--- src/hdl/dss_pkg.sv ---
// Shared types and constants for the drum step sequencer.
package dss_pkg;

  typedef enum logic [3:0] {
    CMD_TICK    = 4'd0,
    CMD_NOTE_ON = 4'd1,
    CMD_NOTE_OFF = 4'd2,
    CMD_MUTE    = 4'd3,
    CMD_UNMUTE  = 4'd4,
    CMD_LONGER  = 4'd5,
    CMD_SHORTER = 4'd6,
    CMD_FASTER  = 4'd7,
    CMD_SLOWER  = 4'd8
  } cmd_t;

  typedef enum logic {
    ST_IDLE,
    ST_EXEC
  } seq_state_t;

  // Grid size; the command and result port widths are fixed to match it.
  localparam int NUM_STEPS    = 32;
  localparam int NUM_CHANNELS = 8;

  localparam int DELAY_W = 8;
  localparam logic [DELAY_W-1:0] DELAY_RESET  = 8'd100;
  localparam logic [DELAY_W-1:0] DELAY_FAST_MIN = 8'd10;
  localparam logic [DELAY_W-1:0] DELAY_FAST_DEC = 8'd5;
  localparam logic [DELAY_W-1:0] DELAY_SLOW_MAX = 8'd200;
  localparam logic [DELAY_W-1:0] DELAY_SLOW_INC = 8'd10;
  localparam int LOOP_RESET = 15;
  localparam int LOOP_MIN   = 2;

endpackage

--- src/hdl/dss_grid.sv ---
// Note grid memory with one registered read port, one write port and per-column valid bits.
module dss_grid #(
  parameter int STEPS    = 32,
  parameter int CHANNELS = 8
) (
  input  logic                       clk,
  input  logic                       rst,
  input  logic                       rd_en,
  input  logic [$clog2(STEPS)-1:0]   rd_addr,
  output logic [CHANNELS-1:0]        rd_data,
  input  logic                       wr_en,
  input  logic [$clog2(STEPS)-1:0]   wr_addr,
  input  logic [CHANNELS-1:0]        wr_data
);
  import dss_pkg::*;

  localparam int AW = $clog2(STEPS);

  logic [CHANNELS-1:0] mem [STEPS];
  logic [STEPS-1:0]    col_valid;
  logic [CHANNELS-1:0] rd_q;
  logic                rd_hit;
  logic                rd_ok;
  logic                wr_ok;

  assign rd_ok = {1'b0, rd_addr} < (AW+1)'(STEPS);
  assign wr_ok = {1'b0, wr_addr} < (AW+1)'(STEPS);

  // A column that was never written since reset reads as all zero.
  always_ff @(posedge clk) begin
    if (rst) begin
      col_valid <= '0;
    end else if (wr_en && wr_ok) begin
      col_valid[wr_addr] <= 1'b1;
    end
  end

  always_ff @(posedge clk) begin
    if (wr_en && wr_ok) begin
      mem[wr_addr] <= wr_data;
    end
    if (rd_en) begin
      rd_hit <= rd_ok && col_valid[rd_addr];
      if (rd_ok) begin
        rd_q <= mem[rd_addr];
      end
    end
  end

  assign rd_data = rd_hit ? rd_q : '0;

endmodule

--- src/hdl/drum_step_sequencer.sv ---
// Top level of the drum step sequencer: command decode, play state and result register.
// A command beat is captured on acceptance; its result beat is registered when the
// execute state completes. The grid read at acceptance and the read-modify-write in
// execute bar a new command until the last is done; a stalled result holds the block.
// Reset (rst, synchronous, active high) clears all note columns through their valid
// bits at once, unmutes every channel, sets position 0, loop end 15 and delay 100.
// No clearing pass is needed, so a command is accepted in the cycle after reset.
module drum_step_sequencer (
  input  logic       clk,
  input  logic       rst,
  input  logic       cmd_valid,
  output logic       cmd_stall,
  input  logic [3:0] command,
  input  logic [2:0] channel,
  input  logic [4:0] step,
  output logic       res_valid,
  input  logic       res_stall,
  output logic [7:0] triggers,
  output logic [4:0] position,
  output logic [7:0] tick_delay,
  output logic [4:0] loop_end
);
  import dss_pkg::*;

  // The grid size is fixed by the package, since the port widths depend on it.
  localparam int STEPS    = NUM_STEPS;
  localparam int CHANNELS = NUM_CHANNELS;

  // Position and loop end get at least five bits, the width of their ports, so the loop
  // end can reset to 15 even for a short grid.
  localparam int AW = $clog2(STEPS);
  localparam int LW = (AW > 5) ? AW : 5;

  seq_state_t state, state_next;

  // The command beat is captured at acceptance and used in the execute state.
  logic [3:0] cmd_q;
  logic [2:0] chan_q;
  logic [4:0] step_q;

  // Play state.
  logic [CHANNELS-1:0] mute;
  logic [CHANNELS-1:0] mute_next;
  logic [LW-1:0]       pos;
  logic [LW-1:0]       pos_next;
  logic [LW-1:0]       loop_q;
  logic [LW-1:0]       loop_next;
  logic [DELAY_W-1:0]  delay;
  logic [DELAY_W-1:0]  delay_next;
  logic [7:0]          trig;
  logic [7:0]          trig_next;

  // Control.
  logic accept;
  logic exec_go;

  // Grid port signals.
  logic                rd_en;
  logic [AW-1:0]       rd_addr;
  logic [CHANNELS-1:0] rd_col;
  logic                wr_en;
  logic [AW-1:0]       wr_addr;
  logic [CHANNELS-1:0] wr_col;

  // Decoded helpers.
  logic [LW-1:0]       tick_pos;
  logic                tick_in_grid;
  logic [CHANNELS-1:0] chan_sel;
  logic                chan_ok;
  logic                step_ok;
  logic                in_chan_ok;

  // The position a tick moves to; the state does not change between acceptance
  // and execution, so the same value addresses the read and updates the position.
  assign tick_pos     = (pos >= loop_q) ? '0 : pos + LW'(1);
  assign tick_in_grid = {1'b0, tick_pos} < (LW+1)'(STEPS);

  // Next state.
  always_comb begin
    state_next = state;
    case (state)
      ST_IDLE: begin
        if (cmd_valid) begin
          state_next = ST_EXEC;
        end
      end
      ST_EXEC: begin
        if (exec_go) begin
          state_next = ST_IDLE;
        end
      end
      default: state_next = ST_IDLE;
    endcase
  end

  // Handshake outputs and sequencing strobes.
  always_comb begin
    cmd_stall = 1'b1;
    exec_go   = 1'b0;
    case (state)
      ST_IDLE: begin
        // No command is taken while reset is held.
        cmd_stall = rst;
      end
      ST_EXEC: begin
        exec_go = !res_valid || !res_stall;
      end
      default: begin
        cmd_stall = 1'b1;
      end
    endcase
  end

  assign accept = cmd_valid && !cmd_stall;

  always_ff @(posedge clk) begin
    if (rst) begin
      state <= ST_IDLE;
    end else begin
      state <= state_next;
    end
  end

  always_ff @(posedge clk) begin
    if (accept) begin
      cmd_q  <= command;
      chan_q <= channel;
      step_q <= step;
    end
  end

  // The grid is read in the accept cycle: the new column for a tick, the addressed
  // column for a note command. Other commands read harmlessly.
  assign in_chan_ok = 1'b1;
  assign rd_en   = accept && in_chan_ok;
  assign rd_addr = (cmd_t'(command) == CMD_TICK) ? AW'(tick_pos) : AW'(step);

  always_comb begin
    for (int c = 0; c < CHANNELS; c++) begin
      chan_sel[c] = (32'(chan_q) == 32'(c));
    end
  end

  assign chan_ok = 32'(chan_q) < 32'(CHANNELS);
  assign step_ok = 32'(step_q) < 32'(STEPS);

  // Execute: for a note command a read-modify-write of the grid column, plus the register updates.
  always_comb begin
    mute_next  = mute;
    pos_next   = pos;
    loop_next  = loop_q;
    delay_next = delay;
    trig_next  = '0;
    wr_en      = 1'b0;
    wr_col     = rd_col;
    case (cmd_t'(cmd_q))
      CMD_TICK: begin
        pos_next = tick_pos;
        if (tick_in_grid) begin
          trig_next = 8'(rd_col & ~mute);
        end
      end
      CMD_NOTE_ON: begin
        wr_en  = chan_ok && step_ok;
        wr_col = rd_col | chan_sel;
      end
      CMD_NOTE_OFF: begin
        wr_en  = chan_ok && step_ok;
        wr_col = rd_col & ~chan_sel;
      end
      CMD_MUTE: begin
        mute_next = mute | chan_sel;
      end
      CMD_UNMUTE: begin
        mute_next = mute & ~chan_sel;
      end
      CMD_LONGER: begin
        if (loop_q < LW'(STEPS - 1)) begin
          loop_next = loop_q + LW'(1);
        end
      end
      CMD_SHORTER: begin
        if (loop_q > LW'(LOOP_MIN)) begin
          loop_next = loop_q - LW'(1);
        end
      end
      CMD_FASTER: begin
        if (delay >= DELAY_FAST_MIN) begin
          delay_next = delay - DELAY_FAST_DEC;
        end
      end
      CMD_SLOWER: begin
        if (delay <= DELAY_SLOW_MAX) begin
          delay_next = delay + DELAY_SLOW_INC;
        end
      end
      default: begin
        trig_next = '0;
      end
    endcase
  end

  assign wr_addr = AW'(step_q);

  dss_grid #(
    .STEPS    (STEPS),
    .CHANNELS (CHANNELS)
  ) u_grid (
    .clk     (clk),
    .rst     (rst),
    .rd_en   (rd_en),
    .rd_addr (rd_addr),
    .rd_data (rd_col),
    .wr_en   (wr_en && exec_go),
    .wr_addr (wr_addr),
    .wr_data (wr_col)
  );

  // Play state only moves when a result beat is loaded, so the status fields seen
  // with a waiting result stay put while it is stalled.
  always_ff @(posedge clk) begin
    if (rst) begin
      mute  <= '0;
      pos   <= '0;
      loop_q <= LW'(LOOP_RESET);
      delay <= DELAY_RESET;
    end else if (exec_go) begin
      mute  <= mute_next;
      pos   <= pos_next;
      loop_q <= loop_next;
      delay <= delay_next;
    end
  end

  always_ff @(posedge clk) begin
    if (rst) begin
      res_valid <= 1'b0;
    end else if (exec_go) begin
      res_valid <= 1'b1;
    end else if (!res_stall) begin
      res_valid <= 1'b0;
    end
  end

  always_ff @(posedge clk) begin
    if (exec_go) begin
      trig <= trig_next;
    end
  end

  assign triggers   = trig;
  assign position   = 5'(pos);
  assign tick_delay = delay;
  assign loop_end   = 5'(loop_q);

  // The delay never leaves its floor and ceiling.
  a_delay_range: assert property (@(posedge clk) disable iff (rst)
    (delay >= DELAY_FAST_DEC) && (delay <= DELAY_SLOW_MAX + DELAY_SLOW_INC))
    else $error("tick delay out of range");

  // The loop end never drops below its minimum.
  a_loop_min: assert property (@(posedge clk) disable iff (rst)
    loop_q >= LW'(LOOP_MIN))
    else $error("loop end below minimum");

  // Only a tick fires triggers.
  a_trig_tick_only: assert property (@(posedge clk) disable iff (rst)
    exec_go && (cmd_t'(cmd_q) != CMD_TICK) |=> (triggers == '0))
    else $error("triggers fired by a non-tick command");

  // The position moves only when a tick executes.
  a_pos_on_tick: assert property (@(posedge clk) disable iff (rst)
    !(exec_go && (cmd_t'(cmd_q) == CMD_TICK)) |=> $stable(pos))
    else $error("position changed without a tick");

  // No grid write happens outside the execute state.
  a_write_in_exec: assert property (@(posedge clk) disable iff (rst)
    (wr_en && exec_go) |-> (state == ST_EXEC) && cmd_stall)
    else $error("grid write outside execute");

endmodule
--- config.mk ---
export PLATFORM = sky130hd
export DESIGN_NAME = drum_step_sequencer
export DESIGN_NICKNAME = d
export VERILOG_FILES = /design/src/hdl/dss_pkg.sv /design/src/hdl/dss_grid.sv /design/src/hdl/drum_step_sequencer.sv
export SDC_FILE = /design/constraint.sdc
export NUM_CORES = 1
export LEC_CHECK = 0
export ABC_AREA = 0
export BUFFER_PORTS_ARGS = -buffer_cell sky130_fd_sc_hd__buf_2
export CAP_MARGIN = 20
export CORE_ASPECT_RATIO = 1.25
export CORE_MARGIN = 2
export CORE_UTILIZATION = 50
export DETAILED_ROUTE_END_ITERATION = 8
export PLACE_DENSITY = 0.65
export SYNTH_ARGS = -nofsm -noshare
export SYNTH_HDL_FRONTEND = slang
export SYNTH_SLANG_ARGS = --single-unit
--- constraint.sdc ---
create_clock -name clk -period 2.9 [get_ports clk]
set_input_delay 0.145 -clock clk [delete_from_list [all_inputs] [get_ports clk]]
set_output_delay 0.145 -clock clk [all_outputs]
set_load 0.1 [all_outputs]
==> flow_summary.ini, run 1 <==
[synthesis]
synth_seq_cells = 345
yosys_warnings = 0
syn_inst = 1022
syn_area_um2 = 14200
synth-async-reset-ratio = 0
synthFlopType = edfxtp_1
yosysUniqueCellTypes = 64
synth_edf_count = 285
seq_area_frac_synth = 0.686
synth_nets = 1053
syn_avg_cell_area_um2 = 13.9

[detailed_routing]
vias = 9504
firstDrtPassIters = 5
drtAntennaViolNets = 0
drtIter0Drc = 919
drc = 0
viasPerCell = 5.93
wl_per_cell_um = 23.2
wirelength_mm = 37.1

[status]
violations = setup timing
status = finished with violations

[timing]
setup_ws_ns = -0.0204
maxSlewHeadroom = 0.377
drv_slew = 0
setup_violations = 2
tightest_slew_ns = 0.927
skew_ns = 0.0216
final.period_utilization = 1.01
rsz0062_at_grt = true
setup_tns_ns = -0.0307
fmax_mhz = 342
min_period_ns = 2.92
hold_viol_final = 0

[pwr]
p_clk_frac = 0.412
seq_power_share = 0.504
power_frac_comb = 0.084
finalPower_w = 0.0108
p_per_area_nw_per_um2 = 602
p_leak_nw = 6.32
swShare = 0.220
power_switching_w = 0.00237
irDropWorstVdd_uv = 356
cellInternalPower_w = 0.00840

[cells_and_area]
nets = 1252
final_cell_mix = 285 x edfxtp_1, 127 x buf_4, 110 x nor2_1, 100 x nand2_1, 50 x dfxtp_1
area_delta_synth_final_pct = 25.7
final_cells = 1602
antenna_cells = 0
final.fill_count = 2034
layout_commonest_cell = edfxtp_1
stdcell_area_um2 = 17900
drive_gt1_frac = 0.302

[clock_tree]
htreeDepth = 2
cts_sinks = 345
clk_pin_slew_worst_paths_ns = 0.06
cts_buffer_depth = 3
clockRootBuffer = clkbuf_16
cts_made_buffers = 35
clkLatencyLatePin_ns = 0.53
cts_tree = built

[worst_setup_path]
cp_cell_sequence = inv_4 > ha_4 > nand2b_4 > a2111oi_4 > buf_4 > buf_6 > o21ai_4 > nand2_8 > buf_6 > mux4_2 > o22a_1 > o211a_1 > a21boi_1
cp-end-kind = register
critical-path-max-stage-delay_ns = 0.52
cp.depth = 13
cp_num_buf_inv = 4
worstPathMaxFanout = 9
r2r-start = position[0]$_SDFFE_PP0P_
crit_required_ns = 3.17
critical_path.startpoint = position[0]$_SDFFE_PP0P_
cp_common_cell = buf_6
start_kind = register
worstSetupPathType = register to register
slowest_stage = mux4_2
cp_data_arrival_time_ns = 3.19
reg2regPathDepth = 13
critPathTopFamily = compound AO/OA/AOI/OAI gates

[job]
max-cap-violations = 0

[min_path]
holdCritStartpoint = channel[1]
whs_path_depth = 2
min_path_type = input pin to register

[global_route]
grt_pass1_wl_mm = 55.5
grt_max_degree = 50
grt_overflow = 0
grt_pass1_vias = 9634
antenna_found_initial = 0
grt_use_total = 0.248

[placement]
port_buffers = 43
dpl-instance-area_um2 = 15700
dpl_worst_slack_ns = -0.169
dpl.cell_count = 1493
place_congestion = 0.912
hpwlAfterDp_mm = 23.6

[floorplanning]
dieHeight_um = 193
start_util = 0.504
ios = 44
rows = 69
die-area_um2 = 29800
core_um2 = 28200
die_w_um = 155
flip-flops by register name, indices dropped and copies added, names as in the netlist, 3 cells and up, named ones only:
register,count
step_q,5
loop_end,5
u_grid.rd_q,8
triggers,8
chan_q,3
position,5
cmd_q,4
u_grid.mem,256
u_grid.col_valid,32
tick_delay,8
final timing paths:
path,end,slack (ns)
setup / recovery,u_grid.rd_hit$_DFFE_PP_,-0.02
setup reg to reg,u_grid.rd_hit$_DFFE_PP_,-0.02
hold reg to reg,u_grid.col_valid[18]$_SDFFE_PP0P_,0.47
hold / removal,chan_q[1]$_DFFE_PP_,0.35
synth_stat cells, drive strengths merged (2+ instances only):
cell type    n  share of area
inv         14         0.0037
and3b        2         0.0012
nor3b       13         0.0072
nand3       19         0.0067
o31ai        3         0.0029
o21ba        9         0.0063
and3        37          0.016
a22o         2         0.0018
a311oi       2         0.0012
a21o         5         0.0026
nor2b        5         0.0022
xor2         2         0.0012
and2         2        0.00088
xnor2        8         0.0049
nor2       111          0.029
dfxtp       60          0.084
ha          14          0.012
a21oi       39          0.014
or3          8         0.0035
clkbuf      27         0.0071
or2          4         0.0018
a221oi       2         0.0012
a211oi      44          0.023
a2111oi      2         0.0026
o22ai       32          0.014
mux4        32          0.051
mux2i        6         0.0042
o32ai        2         0.0012
nor4        11         0.0048
nand2b       9         0.0040
buf         31          0.015
nor3         6         0.0021
nand3b       2         0.0011
edfxtp     285           0.60
a31oi       34          0.015
a22oi        5         0.0030
o21ai        9         0.0032
nand2      102          0.027
o21bai       2         0.0011
a32o         8         0.0056
per-layer routing:
metal	routed length, µm	track usage
met4	1660	0.124
met3	1890	0.0326
met2	19100	0.447
met5	0	0
met1	14500	0.293
worst register-to-register path, cell delays in order, from the launching register on:
cell and delay, ns:
dfxtp_4 0.35, inv_4 0.04, ha_4 0.20, nand2b_4 0.14
a2111oi_4 0.33, buf_4 0.19, buf_6 0.10, o21ai_4 0.10
nand2_8 0.17, buf_6 0.13, mux4_2 0.52, o22a_1 0.18
o211a_1 0.10, a21boi_1 0.13
power by group through the flow:
stage	Sequential, W	Combinational (W)	Clock, W
2_1_floorplan	0.00558	0.000400	0
3_3_place_gp	0.00553	0.000728	0
3_5_place_dp	0.00553	0.000737	0
4_1_cts	0.00542	0.000827	0.00450
5_1_grt	0.00542	0.000955	0.00469
6_report	0.00542	0.000903	0.00444
logic make-up after synthesis:
| kind of cell | after synthesis | share of synthesized area |
|---|---|---|
| buf+inv | 72 | 0.0253 |
| flops | 345 | 0.686 |
| fa+ha+maj | 15 | 0.0137 |
| xor+xnor | 10 | 0.00616 |
| simple gates | 333 | 0.109 |
| mux | 38 | 0.0549 |
| compound gates | 209 | 0.104 |
cell type report:
type | instances | area, µm² | area share
clock buffer | 50 | 1020 | 0.0573
clock inverter | 13 | 108 | 0.00602
inverter | 14 | 55.1 | 0.00308
multi-input combinational | 605 | 4540 | 0.254
sequential | 345 | 9790 | 0.548
tap | 355 | 444 | 0.0249
timing repair buffer | 220 | 1900 | 0.107
metrics by stage:
step                hold slack, ns   util
floorplan                    0.244      -
global placement             0.324  0.558
detailed placement           0.324  0.558
CTS                          0.313  0.619
global route                 0.347  0.633
finish                       0.347  0.633
timing repair:
action,in CTS,in global routing
cloned,1,5
setup buffers,17,9
endpoints found under the setup margin,9,9
hold endpoints to repair,23,0
resized for setup,50,39
pin swaps,16,18
hold buffers,17,0
(Power assumes the default switching activity.)
==> run 2, diff against run 1 <==
--- a/config.mk
+++ b/config.mk
@@ -8,11 +8,13 @@
 export ABC_AREA = 0
 export BUFFER_PORTS_ARGS = -buffer_cell sky130_fd_sc_hd__buf_2
 export CAP_MARGIN = 20
+export CELL_PAD_IN_SITES_DETAIL_PLACEMENT = 1
+export CELL_PAD_IN_SITES_GLOBAL_PLACEMENT = 1
 export CORE_ASPECT_RATIO = 1.25
 export CORE_MARGIN = 2
-export CORE_UTILIZATION = 50
+export CORE_UTILIZATION = 47
 export DETAILED_ROUTE_END_ITERATION = 8
-export PLACE_DENSITY = 0.65
+export PLACE_DENSITY = 0.73
 export SYNTH_ARGS = -nofsm -noshare
 export SYNTH_HDL_FRONTEND = slang
 export SYNTH_SLANG_ARGS = --single-unit
==> constraint.sdc (replaced) <==
create_clock -name clk -period 2.9 [get_ports clk]
set_input_delay 0.58 -clock clk [delete_from_list [all_inputs] [get_ports clk]]
set_output_delay 0.58 -clock clk [all_outputs]
set_load 0.1 [all_outputs]
==> run 2 against run 1 <==
The run still ends with setup timing left. Sequential share of layout area rose by 0.55 points. Worst setup slack got worse by 0.17 ns. Utilization fell by 4.2 points. Fmax fell by 5.6%. Clock skew rose by 0.0039 ns. Critical path depth did not move. Via count rose by 3.8%. Clock power fell by 2%.
==> flow_summary.ini, run 2 (same netlist as run 1, synthesis figures left out) <==
[status]
status = finished with violations
violations = setup timing

[global_route]
met1_usage = 0.307
antenna_found_initial = 0
grt_pass1_vias = 10442
grt_use_total = 0.265
grt_max_degree = 33
grt_pass1_wl_mm = 62.4
grt.met3_usage = 0.0446
busiest_layer = met2
met2_usage = 0.469
grt_overflow = 0

[floorplanning]
die-area_um2 = 31700
ios = 44
rows = 71
dieHeight_um = 198
core_um2 = 29900
start_util = 0.475
die_w_um = 160

[worst_setup_path]
crit_required_ns = 3.22
critical-path-max-stage-delay_ns = 0.40
cp_data_arrival_time_ns = 3.42
start_kind = register
slowest_stage = a2111oi_4
worstPathMaxFanout = 7
cp-end-kind = register
cp_common_cell = buf_4
reg2regPathDepth = 13
worstSetupPathType = register to register
cp_cell_sequence = inv_4 > ha_4 > nand2b_4 > a2111oi_4 > o21bai_4 > o31ai_4 > buf_12 > buf_4 > a211oi_1 > buf_4 > a31oi_1 > o22ai_1 > nor4_1

[timing]
maxSlewHeadroom = 0.498
rsz0062_at_grt = true
hold_viol_final = 0
min_period_ns = 3.09
final.period_utilization = 1.07
tightest_slew_ns = 0.746
skew_ns = 0.0255
fmax_mhz = 323
setup_ws_ns = -0.192
hold_slack_ns = 0.220
setup_violations = 9
drv_slew = 0

[cells_and_area]
final_cell_mix = 285 x edfxtp_1, 133 x buf_4, 109 x nor2_1, 101 x nand2_1, 50 x dfxtp_1
top_regs = u_grid.mem x256, u_grid.col_valid x32
regMostFlops = u_grid.mem
area_delta_synth_final_pct = 24.4
nets = 1241
stdcell_area_um2 = 17700
antenna_cells = 0
largest_reg_flops = 256
final_cells = 1638
drive_gt1_frac = 0.295
layout_commonest_cell = edfxtp_1

[detailed_routing]
drtIter0Drc = 1034
wirelength_mm = 42.8
viasPerCell = 6.02
drtAntennaViolNets = 0
vias = 9867
wl_per_cell_um = 26.1
firstDrtPassIters = 5
drc = 0

[placement]
dpl-instance-area_um2 = 16100
port_buffers = 43
hpwlAfterDp_mm = 27.8
dpl.cell_count = 1561
place_congestion = 0.847

[clock_tree]
cts_buffer_depth = 3
cts_tree = built
postCtsHoldBufs = 0
cts_sinks = 345
clockRootBuffer = clkbuf_16
clkLatencyLatePin_ns = 0.53
htreeDepth = 2
clk_pin_slew_worst_paths_ns = 0.07
cts_made_buffers = 35

[pwr]
finalPower_w = 0.0107
p_leak_nw = 6.22
p_per_area_nw_per_um2 = 605
irDropWorstVdd_uv = 443

[job]
max-cap-violations = 0

[min_path]
whs_path_depth = 1
min_path_type = input pin to register
run 2: changes by cell type in the layout (fill, tap and decap cells not counted), moves of 6 or more:
cell           previous run  this run
a211oi_1                 35        42
clkbuf_1                  8        15
a211oi_2                  8         2
buf_4                   127       133
dlygate4sd3_1            17         0
o22ai_2                  18        12
run 2: timing repair:
action                     in CTS  in global routing
pin swaps                       3                  5
resized for setup              21                 49
gates cloned                    0                  3
hold endpoints to repair        0                  0
setup buffers                   1                  9
setup endpoints to repair       9                  9
run 2: critical path, delay by kind of cell, from the launching register on:
kind            cells  cell delay, ns
compound gates      6            1.34
flops               1            0.35
buf+inv             4            0.56
simple gates        2            0.47
fa+ha+maj           1            0.18
run 2: worst paths after layout:
kind                                     startpoint                                 to  slack [ns]
setup / recovery           position[0]$_SDFFE_PP0P_           u_grid.rd_q[2]$_DFFE_PP_       -0.19
hold / removal                           channel[1]                chan_q[1]$_DFFE_PP_        0.22
setup reg to reg           position[0]$_SDFFE_PP0P_           u_grid.rd_q[2]$_DFFE_PP_       -0.19
hold reg to reg   u_grid.col_valid[25]$_SDFFE_PP0P_  u_grid.col_valid[25]$_SDFFE_PP0P_        0.47
run 2: metal layers:
| layer | up-vias | routed length, µm | share of wire |
|---|---|---|---|
| li1 | 4310 | - | - |
| met5 | - | 0 | 0 |
| met1 | 5018 | 16100 | 0.38 |
| met3 | 106 | 2710 | 0.063 |
| met4 | 0 | 1880 | 0.044 |
| met2 | 433 | 22100 | 0.52 |
run 2: power breakdown:
| group | leakage (nW) | switching (W) | internal (W) |
|---|---|---|---|
| combinational | 2.60 | 0.000553 | 0.000360 |
| sequential | 3.09 | 0.0000298 | 0.00539 |
| clock | 0.531 | 0.00189 | 0.00248 |
run 2: cell type report:
cell class / instances / area [µm²]
fill: 2920 / 12200
sequential: 345 / 9790
multi-input combinational: 605 / 4460
timing repair buffer: 209 / 1790
clock buffer: 54 / 998
tap: 401 / 502
clock inverter: 10 / 87.6
inverter: 14 / 55.1
run 2: metrics by stage:
stage                util  setup slack, ns  TNS (ns)
floorplan               -          -0.0212    -0.125
CTS                 0.577          -0.0922    -0.545
global placement    0.536           -0.472     -3.57
global route        0.591           -0.352     -1.97
detailed placement  0.536           -0.633     -4.49
finish              0.591           -0.192     -1.01
==> run 3, diff against run 2 <==
--- a/config.mk
+++ b/config.mk
@@ -11,9 +11,9 @@
 export CELL_PAD_IN_SITES_DETAIL_PLACEMENT = 1
 export CELL_PAD_IN_SITES_GLOBAL_PLACEMENT = 1
 export CORE_ASPECT_RATIO = 1.25
-export CORE_MARGIN = 2
 export CORE_UTILIZATION = 47
 export DETAILED_ROUTE_END_ITERATION = 8
+export MAX_ROUTING_LAYER = met4
 export PLACE_DENSITY = 0.73
 export SYNTH_ARGS = -nofsm -noshare
 export SYNTH_HDL_FRONTEND = slang
==> run 3 against run 2 <==
The run still ends with setup timing left. Utilization grew 2.1 points. Hold slack better by 0.0023 ns. Count of clock-buffer cells in the layout is 1 higher. Cell count about the same. Sequential power barely moved. Via count shrank 0.60%. Clock power grew 7.3%. Worst setup slack worse by 0.047 ns. First-iteration DRC count fell by 36%. Die area is 2.2% lower. Sequential cell count unchanged. Non-clock buffer count rose by 2. Largest cell class unchanged.
==> flow_summary.ini, run 3 (same netlist as run 1, synthesis figures left out) <==
[timing]
tightest_slew_ns = 0.742
skew_ns = 0.0176
setup_ws_ns = -0.239
hold_viol_final = 0
fmax_mhz = 319
drv_slew = 0
min_period_ns = 3.14
final.period_utilization = 1.08
setup_violations = 9
setup_tns_ns = -1.64
maxSlewHeadroom = 0.506
rsz0062_at_grt = true

[cells_and_area]
top_regs = u_grid.mem x256, u_grid.col_valid x32
area_delta_synth_final_pct = 27.1
final_cell_mix = 285 x edfxtp_1, 131 x buf_4, 110 x nor2_1, 101 x nand2_1, 50 x dfxtp_1
nets = 1244
antenna_cells = 0
final_cells = 1637
layout_commonest_cell = edfxtp_1
regMostFlops = u_grid.mem
fin_util = 0.612
drive_gt1_frac = 0.320
largest_reg_flops = 256

[placement]
port_buffers = 43
hpwlAfterDp_mm = 27.2
dpl.cell_count = 1544
place_congestion = 0.948

[worst_setup_path]
reg2regPathDepth = 13
crit_required_ns = 3.16
start_kind = register
cp_data_arrival_time_ns = 3.40
worstSetupPathType = register to register
cp_cell_sequence = inv_4 > ha_4 > nand2b_4 > a2111oi_4 > buf_4 > o21ba_4 > a22o_4 > buf_12 > buf_12 > mux4_2 > o22ai_2 > buf_6 > nor4_4
cp_common_cell = buf_12
r2r-start = position[0]$_SDFFE_PP0P_
crit_path_end = u_grid.rd_q[1]$_DFFE_PP_
cp-end-kind = register
critical-path-max-stage-delay_ns = 0.55
critical_path.startpoint = position[0]$_SDFFE_PP0P_
r2r_end = u_grid.rd_q[1]$_DFFE_PP_
slowest_stage = mux4_2
reg2reg_slack_ns = -0.24
worstPathMaxFanout = 5

[detailed_routing]
viasPerCell = 5.99
wl_per_cell_um = 26.5
firstDrtPassIters = 5
drtAntennaViolNets = 0
wirelength_mm = 43.4
drc = 0
drtIter0Drc = 661
vias = 9808

[global_route]
grt_overflow = 0
antenna_found_initial = 0
grt_max_degree = 61
grt_pass1_wl_mm = 64.3
grt_pass1_vias = 10313
grt_use_total = 0.294

[min_path]
min_path_type = input pin to register

[floorplanning]
ios = 44
die-area_um2 = 31000
die_w_um = 158
start_util = 0.482
core_um2 = 29500
rows = 70
dieHeight_um = 196

[clock_tree]
clk_pin_slew_worst_paths_ns = 0.06
htreeDepth = 2
cts_tree = built
cts_made_buffers = 36
clkLatencyLatePin_ns = 0.53
postCtsHoldBufs = 0
cts_buffer_depth = 3
cts_sinks = 345
clockRootBuffer = clkbuf_16

[pwr]
p_leak_nw = 6.32
irDropWorstVdd_uv = 472
p_per_area_nw_per_um2 = 614

[status]
violations = setup timing
status = finished with violations

[job]
max-cap-violations = 0
-- run 3: critical path: cells and delay by family (launching register included) --
family / cells / cell delay (ns)
AO/OA/AOI/OAI: 4 / 0.93
buffers and inverters: 5 / 0.67
multiplexers: 1 / 0.55
flip-flops: 1 / 0.35
AND/OR/NAND/NOR: 2 / 0.18
adder cells (fa/ha/maj): 1 / 0.18
-- run 3: timing repair --
| action | CTS | global route |
|---|---|---|
| endpoints found under the setup margin | 9 | 9 |
| pin swaps | 26 | 22 |
| resized for setup | 70 | 46 |
| gates cloned | 3 | 0 |
| setup buffers | 19 | 11 |
-- run 3: final cells by class --
cell class                 count  area (µm²)
fill                        2795       11400
inverter                      14        55.1
clock buffer                  55        1060
timing repair buffer         211        1860
tap                          396         495
sequential                   345        9790
multi-input combinational    605        4670
clock inverter                11         139
-- run 3: worst min-delay path by stage --
stage                                           start                                end  slack [ns]  cells after the start
floorplan            u_grid.col_valid[1]$_SDFFE_PP0P_   u_grid.col_valid[1]$_SDFFE_PP0P_        0.43                      2
detailed placement   u_grid.col_valid[1]$_SDFFE_PP0P_   u_grid.col_valid[1]$_SDFFE_PP0P_        0.46                      2
CTS                                        channel[2]                chan_q[2]$_DFFE_PP_        0.20                      1
finish                                     channel[2]                chan_q[2]$_DFFE_PP_        0.22                      1
global route                               channel[1]                chan_q[1]$_DFFE_PP_        0.22                      1
global placement    u_grid.col_valid[24]$_SDFFE_PP0P_  u_grid.col_valid[24]$_SDFFE_PP0P_        0.44                      2
-- run 3: metrics by stage --
step           setup WS, ns  hold WS [ns]  total power (W)  instance area [µm²]
2_1_floorplan       -0.0212         0.432          0.00598                14300
3_3_place_gp         -0.647         0.442          0.00628                15900
3_5_place_dp         -0.679         0.459          0.00631                15900
4_1_cts              -0.324         0.205           0.0111                17800
5_1_grt              -0.329         0.223           0.0113                18100
6_report             -0.239         0.222           0.0111                18100
-- run 3: metal layers --
metal,track usage,vias to the layer above,share of wire
met5,-,-,0
met4,0.165,0,0.057
met3,0.0424,116,0.046
met2,0.497,316,0.52
met1,0.334,5060,0.38
li1,-,4316,-
-- run 3: power by group --
part	switching, W	internal [W]
Sequential	0.0000303	0.00539
Clock	0.00190	0.00279
Combinational	0.000579	0.000394
